File: src/design/bmw_pkg.sv
package bmw_pkg;

    // register map, one 32-bit register every 4 bytes
    typedef enum logic [1:0] {
        REG_MODE   = 2'd0,
        REG_RADIUS = 2'd1,
        REG_WIDTH  = 2'd2,
        REG_HEIGHT = 2'd3
    } reg_index_t;

    localparam int unsigned ADDR_W   = 4;
    localparam int unsigned DATA_W   = 32;

    localparam int unsigned RADIUS_W = 2;
    localparam int unsigned SIZE_W   = 12;
    localparam int unsigned COORD_W  = 11;

    localparam int unsigned MAX_HEIGHT = 2048;

    localparam logic                MODE_RESET   = 1'b0;
    localparam logic [RADIUS_W-1:0] RADIUS_RESET = 2'd1;
    localparam logic [SIZE_W-1:0]   WIDTH_RESET  = 12'd640;
    localparam logic [SIZE_W-1:0]   HEIGHT_RESET = 12'd480;

endpackage

File: src/design/bmw_position.sv
module bmw_position #(
    parameter int unsigned MAX_WIDTH = 2048
) (
    input  logic                         clk,
    input  logic                         rst_n,
    input  logic                         accept,
    input  logic                         frame_start,
    input  logic [bmw_pkg::SIZE_W-1:0]   frame_width,
    input  logic [bmw_pkg::SIZE_W-1:0]   frame_height,
    output logic [$clog2(MAX_WIDTH)-1:0] x,
    output logic [bmw_pkg::COORD_W-1:0]  y
);

    import bmw_pkg::*;

    localparam int unsigned XW = $clog2(MAX_WIDTH);
    localparam int unsigned WW = $clog2(MAX_WIDTH + 1);

    logic [XW-1:0]      col_count_reg;
    logic [XW-1:0]      col_count_next;
    logic [COORD_W-1:0] row_count_reg;
    logic [COORD_W-1:0] row_count_next;

    logic [WW-1:0]      w;
    logic [SIZE_W-1:0]  h;
    logic [XW-1:0]      cc;
    logic [COORD_W-1:0] rc;
    logic [COORD_W:0]   y_tmp;
    logic [WW-1:0]      x_inc;
    logic [COORD_W:0]   y_inc;

    always_comb
    begin
        // clamp the frame size: zero counts as one, the width to what the line store holds, the height to MAX_HEIGHT
        if (frame_width == '0)
        begin
            w = WW'(1);
        end
        else if (32'(frame_width) > 32'(MAX_WIDTH))
        begin
            w = WW'(MAX_WIDTH);
        end
        else
        begin
            w = WW'(frame_width);
        end

        if (frame_height == '0)
        begin
            h = SIZE_W'(1);
        end
        else if (32'(frame_height) > 32'(MAX_HEIGHT))
        begin
            h = SIZE_W'(MAX_HEIGHT);
        end
        else
        begin
            h = frame_height;
        end

        cc = frame_start ? '0 : col_count_reg;
        rc = frame_start ? '0 : row_count_reg;

        // position left past a shrunken size wraps
        if (32'(cc) >= 32'(w))
        begin
            x     = '0;
            y_tmp = {1'b0, rc} + 1'b1;
        end
        else
        begin
            x     = cc;
            y_tmp = {1'b0, rc};
        end

        if (32'(y_tmp) >= 32'(h))
        begin
            y = '0;
        end
        else
        begin
            y = y_tmp[COORD_W-1:0];
        end

        x_inc = WW'(x) + 1'b1;
        y_inc = {1'b0, y} + 1'b1;
        if (x_inc >= w)
        begin
            col_count_next = '0;
            row_count_next = (32'(y_inc) >= 32'(h)) ? '0 : y_inc[COORD_W-1:0];
        end
        else
        begin
            col_count_next = x_inc[XW-1:0];
            row_count_next = y;
        end
    end

    always_ff @(posedge clk or negedge rst_n)
    begin
        if (!rst_n)
        begin
            col_count_reg <= '0;
            row_count_reg <= '0;
        end
        else if (accept)
        begin
            col_count_reg <= col_count_next;
            row_count_reg <= row_count_next;
        end
    end

endmodule

File: config.mk
export PLATFORM = sky130hd
export DESIGN_NAME = bmw_position
export DESIGN_NICKNAME = d
export VERILOG_FILES = /design/src/design/bmw_pkg.sv /design/src/design/bmw_position.sv
export SDC_FILE = /design/constraint.sdc
export NUM_CORES = 1
export LEC_CHECK = 0
export ABC_AREA = 1
export BUFFER_PORTS_ARGS = -buffer_cell sky130_fd_sc_hd__buf_2
export CORE_UTILIZATION = 56
export CTS_CLUSTER_DIAMETER = 80
export DETAILED_ROUTE_END_ITERATION = 6
export PLACE_DENSITY = 0.81
export SYNTH_ARGS = -nofsm -noshare
export SYNTH_HDL_FRONTEND = slang
export SYNTH_SLANG_ARGS = --single-unit
File: constraint.sdc
create_clock -name clk -period 6.5 [get_ports clk]
set_input_delay 0.65 -clock clk [delete_from_list [all_inputs] [get_ports clk]]
set_output_delay 0.65 -clock clk [all_outputs]
set_load 0.02 [all_outputs]
# Word level (Yosys, flattened, before mapping)
# Cells that the tools add are included.
# word_totals
register_bits	22
latch_bits	0
mem_bits_rw	0
rom_bits	0
input_bits	28
elab_cells	25
mem_count	0
# classes
add_sub_neg	3
mul	0
div_mod_pow	0
order_cmp	6
eq_ne	0
n_shift	0
n_mux	12
bitwise	0
reduce_logical	2
# ops
op	n
11-bit two-way mux	7
12-bit two-way mux	5
11-bit by 1-bit adder with 12-bit output (second input constant)	3
12-bit >= comparator	3
12-bit greater-than comparator (second input constant)	2
12-bit zero test	2
11-bit by 12-bit >= comparator with 1-bit output	1

# Longest topological paths before layout
# logic_depth
ltp_word	11
ltp_mapped	44

# Worst setup path after synthesis
# No wires, ideal clock.
# synth_path
path_kind	input to register
startpoint	in frame_width[0] (netlist bit)
endpoint	reg row_count_reg[1]
setup_ns	0.087
t_arrival_ns	6.110
required_ns	6.413
slack_ns	0.303
stages	41
n_path_buf	2
cell_sequence	nor4_1 -> nand3_1 -> nand2_1 -> nand2_1 -> ha_1 -> nand2_1 -> nand3b_1 -> nor2_1 -> nand2_1 -> nand2_2 -> buf_2 -> nand4_1 -> nor3_1 -> nand2_1 -> nor2_1 -> ha_1 -> nand2_1 -> nor2_1 -> (+5 left out) -> nor2_1 -> ha_1 -> clkbuf_1 -> nand3_1 -> nor2_1 -> nand2_1 -> nand2_1 -> inv_1 -> ha_1 -> a21oi_1 -> nor2_1 -> a211oi_1 -> nand4_1 -> nor2_1 -> nand2_1 -> inv_1 -> nand2_1 -> o211ai_1
# synth_between
elab_chain_cells	11
elab_cells_between_ends	15
classes_between	add/sub: 2; order compare: 5; mux: 7; reduce/logical: 1
# synth_lines
item	line	rtl
from (decl)	bmw_position.sv:8	input logic [bmw_pkg::SIZE_W-1:0] frame_width,
12-bit greater-than comparator	bmw_position.sv:39	else if (32'(frame_width) > 32'(MAX_WIDTH))
12-bit two-way mux	bmw_position.sv:39	
12-bit two-way mux (*)	bmw_position.sv:35	if (frame_width == '0)
11-bit by 12-bit >= comparator with 1-bit output (*)	bmw_position.sv:65	if (32'(cc) >= 32'(w))
12-bit two-way mux (*)	bmw_position.sv:65	
12-bit >= comparator	bmw_position.sv:76	if (32'(y_tmp) >= 32'(h))
11-bit two-way mux (*)	bmw_position.sv:76	
via y (one bit)	bmw_position.sv:11	output logic [bmw_pkg::COORD_W-1:0] y
11-bit by 1-bit adder with 12-bit output	bmw_position.sv:86	y_inc = {1'b0, y} + 1'b1;
12-bit >= comparator	bmw_position.sv:90	row_count_next = (32'(y_inc) >= 32'(h)) ? '0 : y_inc[COORD_W-1:0];
11-bit two-way mux	bmw_position.sv:90	
11-bit two-way mux (*)	bmw_position.sv:87	if (x_inc >= w)
to (signal assigned)	bmw_position.sv:109	row_count_reg <= row_count_next;
to (decl)	bmw_position.sv:21	logic [COORD_W-1:0] row_count_reg;
# Mark *: on every way through the listed nets, which the timed path passes. The rest lies on a longest branch.
# A chain may end at the register's enable or synchronous reset.

# Worst setup path in the final report
# layout_path
startpoint	in frame_width[0] (netlist bit)
endpoint	reg row_count_reg[1]
# layout_between
elab_chain_cells	11
elab_cells_between_ends	15
classes_between	add/sub: 2; order compare: 5; mux: 7; reduce/logical: 1
# layout_lines
item	line
12-bit greater-than comparator	bmw_position.sv:39
12-bit two-way mux	bmw_position.sv:39
12-bit two-way mux (*)	bmw_position.sv:35
11-bit by 12-bit >= comparator with 1-bit output	bmw_position.sv:65
12-bit two-way mux	bmw_position.sv:65
12-bit >= comparator	bmw_position.sv:76
11-bit two-way mux	bmw_position.sv:76
11-bit by 1-bit adder with 12-bit output	bmw_position.sv:86
12-bit >= comparator	bmw_position.sv:90
11-bit two-way mux	bmw_position.sv:90
11-bit two-way mux (*)	bmw_position.sv:87
# Mark *: on every way between the ends. The rest lies on a longest branch, timed or not.

==> impl_metrics.json <==
{
  "postLayoutSetupSlackWorst_ns": 0.519,
  "insertedDiodeCount": 0,
  "drt.antenna.violating_nets": 0,
  "num-nets-final": 712,
  "global_route_wire_length_before_repair_um": 16800,
  "initial_core_util_pct": 58.7,
  "fp.dieH_um": 81.0,
  "post-route-period-util_pct": 92.0,
  "post-synth-top-count-cell": "nand2_1",
  "cts_buffer_depth": 2,
  "cts_htree_levels": 1,
  "synth_edf_count": 0,
  "drtIter0Drc": 439,
  "critical-path-slowest-cell": "ha_1",
  "net-switching-power_uw": 233,
  "fin_tns_setup_ns": 0,
  "coreArea_um2": 5960,
  "critical_path.max_fanout": 12,
  "synthArstFlopShare_pct": 100,
  "drt_pre_antenna_iters": 6,
  "dp_slack_ns": -0.0566,
  "cts_buffers": 3,
  "vias": 4010,
  "fp.dieW_um": 81.0,
  "dieArea_um2": 6560,
  "timing.setup.critical_path_class": "in -> reg",
  "cell_accounting_for_the_most_synthesized_area": "ha_1",
  "synth_warnings": 0,
  "hold_violations": 0,
  "routed.top_layer": "met4",
  "critical_path.max_stage_delay_ns": 0.31,
  "grt_start_max_net_pins": 23,
  "yosysUniqueCellTypes": 37,
  "synth_top_area_share_pct": 17.9,
  "met2RoutedLength_um": 4550,
  "gr-total-overflow": 0,
  "worst_setup_hold_path_clk_slew_ns": 0.08,
  "tritoncts": "yes",
  "first_global_vias": 3615,
  "max_clock_freq_mhz": 167,
  "wl_per_cell_um": 14.9,
  "post_synth_most_frequent_cells": "166 x nand2_1, 92 x inv_1, 67 x nor2_1",
  "synthesis.nets": 651,
  "setup.worst_path.end_class": "register",
  "row_count": 28,
  "irDropWorstVdd_mv": 0.0999,
  "max_slew.worst_pin.slew_ns": 0.527,
  "clock_tree.root_cell": "clkbuf_8",
  "drt_wl_total_um": 10500,
  "startpoint_type": "input port",
  "number_of_antenna_violations_at_the_first_check_in_global_routing": 0,
  "critical_path_required_ns": 6.69,
  "port-buffer-count": 49,
  "synth_area_um2": 3490,
  "seq_area_frac_synth_pct": 15.8,
  "num-fill-cells": 564,
  "postSynth.topFlopCell": "dfrtp_1",
  "drt_drc_violations_left": 0,
  "crit_path_frequent_cell": "nand2_1",
  "groute.usage.overall_pct": 33.5,
  "io_pins": 50,
  "worstHoldPathType": "in -> async",
  "yosys_register_bits": 22,
  "clkSinkCount": 22,
  "clock_latency_ns": 0.27,
  "fraction_of_layout_instances_using_a_drive_strength_above_1_pct": 16.6,
  "count_of_pins_over_their_slew_limit": 0,
  "power.share.clock_pct": 17.3,
  "cell_types_with_the_largest_area_share_after_synthesis": "ha_1 18%, nand2_1 18%, dfrtp_1 16%, inv_1 9.9%, nor2_1 7.2%",
  "m1WireLength_um": 4890,
  "max-slew-margin-rel_pct": 64.9,
  "syn_to_final_growth_pct": 14.1,
  "met3WireLength_um": 946,
  "sequentialPowerShare_pct": 30.6,
  "power.switching_fraction_pct": 45.6,
  "max_cap_viol": 0,
  "pwr-share-comb_pct": 52.1,
  "run_status": "completed",
  "fin_crit_ns": 5.98,
  "worst-endpoint-arrival_ns": 6.17,
  "finalWeightedCongestion": 1.01,
  "hpwl_um": 8730,
  "post_synth.cell_area_avg_um2": 6.10,
  "setup_viol_count_final": 0,
  "pwr_density_cell_nw_per_um2": 128,
  "avgViaCountPerCell": 5.67,
  "power_leakage_uw": 0.00232,
  "timing.clock.skew_ns": 0.00793,
  "cellInternalPower_uw": 278,
  "syn-instance-count": 573
}
[routing by layer]
metal  track usage, %  up-vias
li1                 -     1975
met5                0        -
met3             7.42       22
met2             52.0      191
met1             47.4     1822
met4             6.61        0
[power groups by stage]
stage / registers [uW] / clock network (uW) / logic [uW]
6_report: 156 / 88.4 / 266
5_1_grt: 157 / 93.5 / 298
2_1_floorplan: 156 / 0 / 176
3_3_place_gp: 159 / 0 / 249
3_5_place_dp: 159 / 0 / 254
4_1_cts: 156 / 88.9 / 257
[kinds of logic (layout without fill, tap and decap cells)]
kind of cell,count (synthesis),after routing,share of synthesized area [%]
simple gates,329,330,42.0
buf+inv,104,162,11.5
compound gates,59,59,10.4
fa+ha+maj,50,50,17.9
flops,22,22,15.8
xor+xnor,9,9,2.47
[layout make-up]
class	count	area (um^2)	share of cell area [%]
inverter	97	364	9.13
timing repair buffer	62	343	8.60
tap	75	93.8	2.35
sequential	22	551	13.8
clock buffer	3	41.3	1.04
multi-input combinational	448	2590	65.1
[through the flow]
step | hold WS (ns) | util (%) | instance area, um^2 | cells | power [uW]
6_report | 0.343 | 66.9 | 3990 | 707 | 511
5_1_grt | 0.390 | 66.9 | 3990 | 707 | 549
3_5_place_dp | 0.474 | 65.1 | 3880 | 701 | 413
4_1_cts | 0.359 | 65.8 | 3920 | 704 | 502
2_1_floorplan | 0.354 | - | 3490 | 573 | 332
3_3_place_gp | 0.464 | 65.1 | 3880 | 701 | 408
[repair_timing]
item	4_1_cts	5_1_grt
setup buffers	0	2
endpoints found under the setup margin	0	11
hold buffers	0	0
resized for setup	0	11
[final timing paths]
kind / start / endpoint / slack [ns] / depth (start not counted)
worst min-delay path: rst_n / col_count_reg[4] / 0.34 / 1
worst max-delay path: frame_width[0] / row_count_reg[1] / 0.52 / 39
worst max register to register: col_count_reg[7] / row_count_reg[1] / 1.07 / 37
worst min register to register: col_count_reg[0] / col_count_reg[0] / 0.50 / 2
min in group clk: col_count_reg[0] / col_count_reg[0] / 0.50 / 2
max in group asynchronous: rst_n / col_count_reg[1] / 5.80 / 1
[cells in the final DEF, fill, tap and decap left out, types with 4 or more instances in the layout]
cell type,instances
nand4_1,11
a21oi_1,21
nand2_1,165
nor2_2,8
nand3_1,42
dfrtp_1,22
o22ai_1,7
buf_4,13
nand3_2,5
o21ai_1,4
ha_1,50
nor2_1,66
xor2_1,7
nor3_1,6
nand2_2,8
o21ai_0,10
inv_2,4
buf_2,49
inv_1,91
a22oi_1,8
[worst max-delay path, delay by kind of cell]
family / cells / cell delay [ns]
simple gates: 29 / 3.60
fa+ha+maj: 3 / 0.84
buf+inv: 4 / 0.59
compound gates: 3 / 0.46
No activity file was read; power rests on OpenSTA's default activity.
