[config.mk]
export PLATFORM = sky130hd
export DESIGN_NAME = bmw_window
export DESIGN_NICKNAME = d
export VERILOG_FILES = /design/src/design/bmw_pkg.sv /design/src/design/bmw_window.sv
export SDC_FILE = /design/constraint.sdc
export NUM_CORES = 1
export LEC_CHECK = 0
export BUFFER_PORTS_ARGS = -buffer_cell sky130_fd_sc_hd__buf_2
export CORE_ASPECT_RATIO = 1.25
export CORE_MARGIN = 2
export CORE_UTILIZATION = 35
export DETAILED_ROUTE_END_ITERATION = 7
export GPL_ROUTABILITY_DRIVEN = 0
export PLACE_DENSITY = 0.65
export SKIP_LAST_GASP = 1
export SYNTH_ARGS = -nofsm -noshare
export SYNTH_HDL_FRONTEND = slang
export SYNTH_SLANG_ARGS = --single-unit
[constraint.sdc]
create_clock -name clk -period 3 [get_ports clk]
set_clock_uncertainty 0.15 [all_clocks]
set_input_delay 0.6 -clock clk [delete_from_list [all_inputs] [get_ports clk]]
set_output_delay 0.6 -clock clk [all_outputs]
set_load 0.01 [all_outputs]
[src/design/bmw_pkg.sv]
package bmw_pkg;

    // register map, one 32-bit register every 4 bytes
    typedef enum logic [1:0] {
        REG_MODE   = 2'd0,
        REG_RADIUS = 2'd1,
        REG_WIDTH  = 2'd2,
        REG_HEIGHT = 2'd3
    } reg_index_t;

    localparam int unsigned ADDR_W   = 4;
    localparam int unsigned DATA_W   = 32;

    localparam int unsigned RADIUS_W = 2;
    localparam int unsigned SIZE_W   = 12;
    localparam int unsigned COORD_W  = 11;

    localparam int unsigned MAX_HEIGHT = 2048;

    localparam logic                MODE_RESET   = 1'b0;
    localparam logic [RADIUS_W-1:0] RADIUS_RESET = 2'd1;
    localparam logic [SIZE_W-1:0]   WIDTH_RESET  = 12'd640;
    localparam logic [SIZE_W-1:0]   HEIGHT_RESET = 12'd480;

endpackage

[src/design/bmw_window.sv]
module bmw_window #(
    parameter int unsigned MAX_RADIUS = 3,
    parameter int unsigned XW         = 11
) (
    input  logic                               clk,
    input  logic                               rst_n,
    input  logic                               shift,
    input  logic [2*MAX_RADIUS:0]              column,
    input  logic [XW-1:0]                      x,
    input  logic [bmw_pkg::COORD_W-1:0]        y,
    input  logic                               mode,
    input  logic [$clog2(MAX_RADIUS+1)-1:0]    radius,
    output logic                               result_pixel,
    output logic [bmw_pkg::COORD_W-1:0]        centre_x,
    output logic [bmw_pkg::COORD_W-1:0]        centre_y,
    output logic                               result_valid
);

    import bmw_pkg::*;

    localparam int unsigned SIDE = 2 * MAX_RADIUS + 1;
    localparam int unsigned RW   = $clog2(MAX_RADIUS + 1);

    // [column age][row age], column 0 newest, row 0 the arriving line
    logic [SIDE-1:0][SIDE-1:0] win_reg;
    logic [SIDE-1:0][SIDE-1:0] win_next;

    logic [RW:0]          span;
    logic                 any_set;
    logic                 all_set;
    logic                 inner;
    logic [XW-1:0]        cx_full;
    logic [XW+COORD_W-1:0] cx_wide;

    always_comb
    begin
        win_next[0] = column;
        for (int c = 1; c < SIDE; c++)
        begin
            win_next[c] = win_reg[c-1];
        end

        span    = {radius, 1'b0};
        any_set = 1'b0;
        all_set = 1'b1;
        for (int c = 0; c < SIDE; c++)
        begin
            for (int k = 0; k < SIDE; k++)
            begin
                // neighbours only: inside the window and not the centre
                if ((c <= int'(span)) && (k <= int'(span))
                    && !((c == int'(radius)) && (k == int'(radius))))
                begin
                    if (win_next[c][k])
                    begin
                        any_set = 1'b1;
                    end
                    else
                    begin
                        all_set = 1'b0;
                    end
                end
            end
        end

        result_valid = (32'(x) >= 32'(radius)) && (32'(y) >= 32'(radius));
        inner        = (32'(x) >= 32'(span)) && (32'(y) >= 32'(span));

        cx_full = x - XW'(radius);
        cx_wide = {{COORD_W{1'b0}}, cx_full};

        if (result_valid)
        begin
            centre_x     = cx_wide[COORD_W-1:0];
            centre_y     = y - COORD_W'(radius);
            result_pixel = inner & (mode ? all_set : any_set);
        end
        else
        begin
            centre_x     = '0;
            centre_y     = '0;
            result_pixel = 1'b0;
        end
    end

    always_ff @(posedge clk or negedge rst_n)
    begin
        if (!rst_n)
        begin
            win_reg <= '0;
        end
        else if (shift)
        begin
            win_reg <= win_next;
        end
    end

endmodule

### After elaboration in Yosys (flattened, before gate mapping)

Cells that the tools add are included.

| storage, ports and cells | value |
|---|---|
| bits of input ports | 35 |
| register bits | 42 |
| word-level logic and storage cells | 263 |
| output and inout port bits | 24 |

| cells by class | value |
|---|---|
| reduce and logical (&&, ||, !) cells | 42 |
| equality and inequality tests | 3 |
| muxes and demuxes | 199 |
| bitwise gates (word level) | 1 |
| $add $sub $neg | 2 |
| $lt $le $gt $ge | 10 |

Operators by type and width:

| cell | count |
|---|---|
| $mux 1 | 197 |
| $logic_and 1x1->1 | 32 |
| $ge 11x2->1 | 2 |
| $ge 11x3->1 | 2 |
| $mux 11 | 2 |
| $sub 11x2->11 | 2 |
| $le 3x3->1 const A | 3 |
| $logic_not 1->1 | 9 |
| $le 2x3->1 const A | 2 |
| $eq 2x2->1 const A | 2 |
| $le 1x3->1 const A | 1 |
| $eq 1x2->1 const A | 1 |
| $logic_not 2->1 | 1 |
| $and 1x1->1 | 1 |

### Logic depth before layout (Yosys ltp)

Gate-level depths: netlist of run 1.

| depth | value |
|---|---|
| depth in word-level cells | 102 |
| gate-level depth with buffers | 8 |
| mapped depth without buffers | 8 |

### Worst setup path after synthesis of run 1

OpenSTA, ideal clock, no wires.

| path | value |
|---|---|
| path type | input port to output port |
| start point | input port radius[1] |
| end point | output port centre_x[7] (netlist bit) |
| required time | 2.250 ns |
| data arrival time | 2.112 ns |
| stages on the path | 7 |
| path buffers | 0 |
| path slack | 0.138 ns |
| cell sequence | inv_1 -> ha_1 -> nor2b_1 -> or4_1 -> nor4_1 -> xnor2_1 -> nor2_1 |

| between the ends | value |
|---|---|
| longest elaborated chain between the ends | 3 |
| elaborated cells between the ends (all ways) | 5 |
| classes of those cells | add/sub: 1; order compare: 2; mux: 1; reduce/logical: 1 |

RTL lines:

| what | RTL line | source |
|---|---|---|
| start, declared | bmw_window.sv:12 | `input logic [$clog2(MAX_RADIUS+1)-1:0] radius,` |
| $ge 11x2->1 | bmw_window.sv:66 | `result_valid = (32'(x) >= 32'(radius)) && (32'(y) >= 32'(radius));` |
| $logic_and 1x1->1 | bmw_window.sv:66 |  |
| $mux 11 (*) | bmw_window.sv:72 | `if (result_valid)` |
| end, declared | bmw_window.sv:14 | `output logic [bmw_pkg::COORD_W-1:0] centre_x,` |

Mark *: on every way between the ends. The rest lies on a longest branch, timed or not.

### Final worst setup path of run 1

| path | value |
|---|---|
| start point | input port y[6] (netlist bit) |
| end point | output port result_pixel |

| between the ends | value |
|---|---|
| longest elaborated chain between the ends | 4 |
| elaborated cells between the ends (all ways) | 6 |
| classes of those cells | order compare: 2; mux: 1; bitwise: 1; reduce/logical: 2 |

RTL lines:

| what | RTL line | source |
|---|---|---|
| start, declared | bmw_window.sv:10 | `input logic [bmw_pkg::COORD_W-1:0] y,` |
| $ge 11x3->1 | bmw_window.sv:67 | `inner = (32'(x) >= 32'(span)) && (32'(y) >= 32'(span));` |
| $logic_and 1x1->1 | bmw_window.sv:67 |  |
| $and 1x1->1 | bmw_window.sv:76 | `result_pixel = inner & (mode ? all_set : any_set);` |
| $mux 1 (*) | bmw_window.sv:72 |  |
| end, declared | bmw_window.sv:13 | `output logic result_pixel,` |

Marks and branches as above.

==> results.py, run 1 <==
metrics = {
    "final_layout": {
        "stdcell_count": 414,
        "fin_area_sq_um": 3310,
        "diodes": 0,
        "n_fill_cell": 643,
        "largest_reg_flops": 42,
        "nNetsFinal": 368,
        "drive_gt1_share_pct": 47.8,
        "multi_input_area_sq_um": 1430,
        "syn_to_final_growth_pct": 32.9,
        "final_core_util_pct": 47.7,
        "seqCellArea_sq_um": 1050,
    },
    "yosys": {
        "synthesis.nets": 281,
        "yosys-top-cells-area": "dfrtp_1 (42%), mux2_2 (19%), nor2_1 (4.7%)",
        "synth_area_per_cell_sq_um": 10.6,
        "synth_warnings": 0,
        "synth-main-ff-cell": "dfrtp_1",
        "ys_async_sr_fraction_pct": 100,
        "yosys.area.top_type": "dfrtp_1",
        "ys_seq_area_share_pct": 42.2,
        "ys_ff_latch": 42,
        "synthesis.area_sq_um": 2490,
        "synth_edf_count": 0,
        "syn_inst": 236,
        "synth_top_area_share_pct": 42.2,
        "ys_types": 34,
    },
    "sta": {
        "period_minus_slack_ps": 3070,
        "final_hold_viol_count": 0,
        "setup-tns-final_ps": -1410,
        "finalMaxSlewViolations": 0,
        "fmax_mhz": 326,
        "setup_viol": 24,
        "slew_headroom_pct": 39.7,
        "finalCritPeriodShare_pct": 102,
        "tightest_slew_ps": 905,
        "rsz0062_at_grt": "yes",
        "layout_setup_ws_ps": -71.2,
    },
    "grt": {
        "grt_pass1_wl_mm": 9.67,
        "grt_usage_pct": 15.4,
        "overflow": 0,
        "antenna_found_initial": 0,
        "grt_pass1_vias": 2176,
        "grt_max_degree": 43,
    },
    "placement": {
        "place_hpwl_mm": 4.36,
        "placed_area_sq_um": 3040,
        "io_buffers": 58,
        "place_inst": 402,
    },
    "clocking": {
        "clock-root-buffer": "clkbuf_8",
        "clk_latency_ps": 290,
        "cts.sinks": 42,
        "cts_tree": "done",
        "cts_buffers": 5,
        "htreeDepth": 2,
        "clockBufferDepth": 2,
        "path_clk_slew_ps": 80,
    },
    "pwr": {
        "p_per_area_nw_per_um2": 523,
        "p_sw_share_pct": 27.4,
        "switchingPower_uw": 474,
        "seq_power_share_pct": 47.5,
        "p_leak_nw": 1.43,
        "power_mw": 1.73,
        "combPwrFrac_pct": 21.0,
        "ir_drop_mv": 0.243,
        "internal_power_mw": 1.26,
        "clkPwrFrac_pct": 31.5,
    },
    "job": {
        "maxCapViolations": 0,
    },
    "hold_path": {
        "min_path_type": "input port to asynchronous set/reset pin",
    },
    "worst_setup_path": {
        "reg2reg_to": "win_next[23]",
        "end_kind": "primary output",
        "r2r_start": "win_next[16]",
        "crit_fanout": 4,
        "crit_path_start_kind": "input port",
        "ff2ff_path_depth": 1,
        "r2r_slack_ps": 2020,
        "arrival_ps": 2320,
        "setup.worst_path.class": "input port to primary output",
        "worstPathRequired_ps": 2250,
    },
    "status": {
        "outcome": "finished with violations",
        "failed_checks": "negative setup slack",
    },
    "routing": {
        "met2_length_mm": 3.05,
        "m1WireLength_mm": 2.27,
        "post-route-drc-count": 0,
        "routedWlPerCell_um": 13.8,
        "top_layer": "met4",
        "vias": 2117,
        "wirelength_mm": 5.73,
        "avgViaCountPerCell": 5.11,
        "first_pass_iters": 6,
        "wl_met3_um": 316,
        "drtIter0Drc": 55,
        "ant_nets": 0,
    },
    "floorplan": {
        "design.die.area_sq_um": 7810,
        "die_h_um": 98.3,
        "start_util_pct": 35.9,
        "ios": 59,
        "core_sq_um": 6930,
        "die_w_um": 79.5,
        "rows": 34,
    },
}
[power groups by stage]
stage	Clock (mW)	Combinational, mW	Sequential (mW)
finish	0.544	0.364	0.822
global route	0.588	0.406	0.841
CTS	0.559	0.362	0.821
detailed placement	0	0.352	0.831
global placement	0	0.344	0.826
floorplan	0	0.227	0.785
[per-stage QoR]
step	setup slack, ps	hold slack, ps
final	-71.2	279
after global routing	-132	346
after CTS	-82.9	314
after detailed placement	-152	383
after global placement	-113	369
after floorplan	138	154
[cell usage in the layout, fill, tap and decap left out, types with 3 or more instances in the layout]
cell type	Yosys	routed
buf_2	0	56
o21ai_0	6	6
buf_6	2	4
xnor2_1	12	12
inv_1	13	13
clkbuf_8	0	6
xor2_1	4	4
mux2_2	42	42
nor4_1	11	9
a21oi_1	5	4
nand3_1	3	3
buf_4	0	27
nor2_1	31	28
nor3_1	8	5
ha_1	8	8
nand4_1	13	13
or3_4	1	4
or4_4	2	3
nand2_1	4	4
dfrtp_1	42	42
nor3_2	1	3
[final cells by class]
class	count	area share, %
multi-input cells	174	43.1
inverters	13	1.47
flip-flops and latches	42	31.7
repair buffers	87	15.9
clock buffers	6	2.49
clock inverters	2	1.81
well taps	90	3.40
[critical path, cell delays in order]
cell     delay [ps]
buf_6            90
or4_4           530
or3_4           360
nor3_4          140
a32o_2          250
and4b_1         210
buf_2           130
[cells in the mapped netlist (2+ instances only)]
| cell | instances |
|---|---|
| a21oi_1 | 5 |
| buf_6 | 2 |
| clkbuf_1 | 5 |
| dfrtp_1 | 42 |
| fa_1 | 2 |
| ha_1 | 8 |
| inv_1 | 13 |
| mux2_2 | 42 |
| nand2_1 | 4 |
| nand3_1 | 3 |
| nand4_1 | 13 |
| nor2_1 | 31 |
| nor2b_1 | 2 |
| nor3_1 | 8 |
| nor4_1 | 11 |
| o21ai_0 | 6 |
| o221ai_1 | 2 |
| o31ai_1 | 2 |
| or3_1 | 3 |
| or4_1 | 3 |
| or4_4 | 2 |
| xnor2_1 | 12 |
| xor2_1 | 4 |
[cells by family (layout without fill, tap and decap cells)]
logic type	count (synthesis)	after routing	share of synthesized area, %
AOI/OAI and AO/OA	21	21	5.48
xor gates and xnor gates	16	16	5.63
and+or+nand+nor	85	85	18.5
buffers and inverters	20	108	3.62
muxes	42	42	19.0
adders and majority gates	10	10	5.63
DFF	42	42	42.2
[metal layers]
layer	global-route usage, %	vias up
met1	16.8	1010
met2	29.3	61
met5	0	-
li1	-	1036
met3	2.68	10
met4	5.31	0
[what timing repair did]
item	4_1_cts	5_1_grt
resized for setup	14	7
gates cloned	1	0
endpoints found under the setup margin	24	24
pin swaps	6	1
setup buffers	2	1
hold buffers	0	0
[worst max path at each step]
stage              start           end  slack [ps]  cells past startpoint
3_5_place_dp   radius[1]   centre_x[7]        -150                      9
6_report            y[6]  result_pixel         -70                      7
4_1_cts             y[6]   centre_x[0]         -80                      8
5_1_grt             y[6]   centre_x[3]        -130                      8
3_3_place_gp   radius[1]   centre_x[7]        -110                      9
2_1_floorplan  radius[1]   centre_x[7]         140                      7
No activity file was read; power rests on OpenSTA's default activity.
==> inputs of run 2 (changes only) <==
- RECOVER_POWER: unset -> 100
==> results.py, run 2 (synthesis gave the netlist of run 1 again) <==
metrics = {
    "sta": {
        "tightest_slew_ps": 2180,
        "period_minus_slack_ps": 3070,
        "final_hold_viol_count": 0,
        "fmax_mhz": 326,
        "layout_setup_ws_ps": -71.2,
        "finalMaxSlewViolations": 43,
        "rsz0062_at_grt": "yes",
        "finalCritPeriodShare_pct": 102,
        "setup_viol": 24,
        "slew_headroom_pct": -45.2,
    },
    "grt": {
        "grt_pass1_wl_mm": 9.67,
        "grt_pass1_vias": 2176,
        "grt_max_degree": 43,
        "antenna_found_initial": 0,
        "grt_usage_pct": 15.4,
        "overflow": 0,
    },
    "routing": {
        "avgViaCountPerCell": 5.12,
        "first_pass_iters": 6,
        "vias": 2120,
        "drtIter0Drc": 53,
        "wirelength_mm": 5.73,
        "routedWlPerCell_um": 13.8,
        "ant_nets": 0,
        "post-route-drc-count": 0,
    },
    "placement": {
        "place_inst": 402,
        "dp_slack_ps": -152,
        "io_buffers": 58,
        "place_hpwl_mm": 4.36,
    },
    "clocking": {
        "clock-root-buffer": "clkbuf_8",
        "cts.sinks": 42,
        "clockBufferDepth": 2,
        "cts_buffers": 5,
        "path_clk_slew_ps": 80,
        "htreeDepth": 2,
        "clk_latency_ps": 290,
        "cts_tree": "done",
    },
    "final_layout": {
        "drive_gt1_share_pct": 47.5,
        "syn_to_final_growth_pct": 32.7,
        "final_common_cell": "buf_2",
        "stdcell_count": 414,
        "diodes": 0,
        "final_cell_mix": "buf_2 (55), mux2_2 (42), dfrtp_1 (42)",
        "nNetsFinal": 368,
        "largest_reg_flops": 42,
    },
    "worst_setup_path": {
        "cp-startpoint": "y[6]",
        "cpPeakStageDelay_ps": 530,
        "r2r_start": "win_next[16]",
        "end_kind": "primary output",
        "setup.worst_path.class": "input port to primary output",
        "crit_fanout": 4,
        "path_cells": "buf_6 -> or4_4 -> or3_4 -> nor3_4 -> a32o_2 -> and4b_1 -> buf_2",
        "crit_slowest_cell": "or4_4",
        "arrival_ps": 2320,
        "worstPathRequired_ps": 2250,
        "crit_path_start_kind": "input port",
    },
    "pwr": {
        "ir_drop_mv": 0.243,
        "p_leak_nw": 1.43,
        "p_per_area_nw_per_um2": 523,
    },
    "floorplan": {
        "rows": 34,
        "core_sq_um": 6930,
        "start_util_pct": 35.9,
        "die_w_um": 79.5,
        "design.die.area_sq_um": 7810,
        "ios": 59,
        "die_h_um": 98.3,
    },
    "hold_path": {
        "min_path_type": "flip-flop to flip-flop",
        "hp-start": "win_next[45]",
    },
    "job": {
        "maxCapViolations": 1,
    },
    "status": {
        "outcome": "finished with violations",
        "failed_checks": "max-capacitance violations, max-slew violations, negative setup slack",
    },
}
-- run 2: changes by cell type in the layout (fill, tap and decap cells not counted) --
cell      previous run  this run
buf_2               56        55
buf_4               27        26
clkbuf_1             0         1
clkbuf_2             0         1
-- run 2: repair_timing --
item                                    CTS  global route
pin swaps                                 6             1
buffers inserted                          2             1
endpoints found under the setup margin   24            24
gates cloned                              1             0
resized for setup                        14             7
hold buffers                              0             0
-- run 2: final cells by class --
type                       instances  area [sq um]
timing repair buffer              87           524
clock inverter                     2          60.1
fill                             645          3630
sequential                        42          1050
clock buffer                       6          82.6
tap                               90           113
multi-input combinational        174          1430
inverter                          13          48.8
-- run 2: final timing paths --
path                           endpoint  slack (ps)  cells after the start
max reg2reg                win_next[23]        2020                      1
max                        result_pixel         -70                      7
min                        win_next[45]         400                      1
max in group asynchronous  win_next[13]         670                      1
min reg2reg                win_next[45]         400                      1
min in group asynchronous   win_next[8]         780                      1
-- run 2: critical path, delay by kind of cell --
family,cells,cell delay [ps]
buf+inv,2,220
simple gates,4,1240
compound gates,1,250
-- run 2: through the flow --
step           util (%)  TNS, ps  instance area [sq um]  hold slack, ps  power, mW
2_1_floorplan         -        0                   2490             154       1.01
3_3_place_gp       43.8    -2010                   3040             369       1.17
3_5_place_dp       43.8    -2270                   3040             383       1.18
4_1_cts            47.1    -1560                   3270             314       1.74
5_1_grt            47.7    -2590                   3310             411       1.84
6_report           47.7    -1410                   3310             401       1.73
-- run 2: power breakdown --
group,internal [mW],switching (mW)
clock,0.355,0.189
sequential,0.691,0.130
combinational,0.210,0.154
total,1.26,0.474
-- run 2: metal layers --
layer | part of all wire, % | vias to the layer above | global-route usage, %
met2 | 53 | 61 | 29.3
li1 | - | 1037 | -
met1 | 40 | 1012 | 16.8
met4 | 1.6 | 0 | 5.31
met3 | 5.5 | 10 | 2.68
met5 | 0 | - | 0
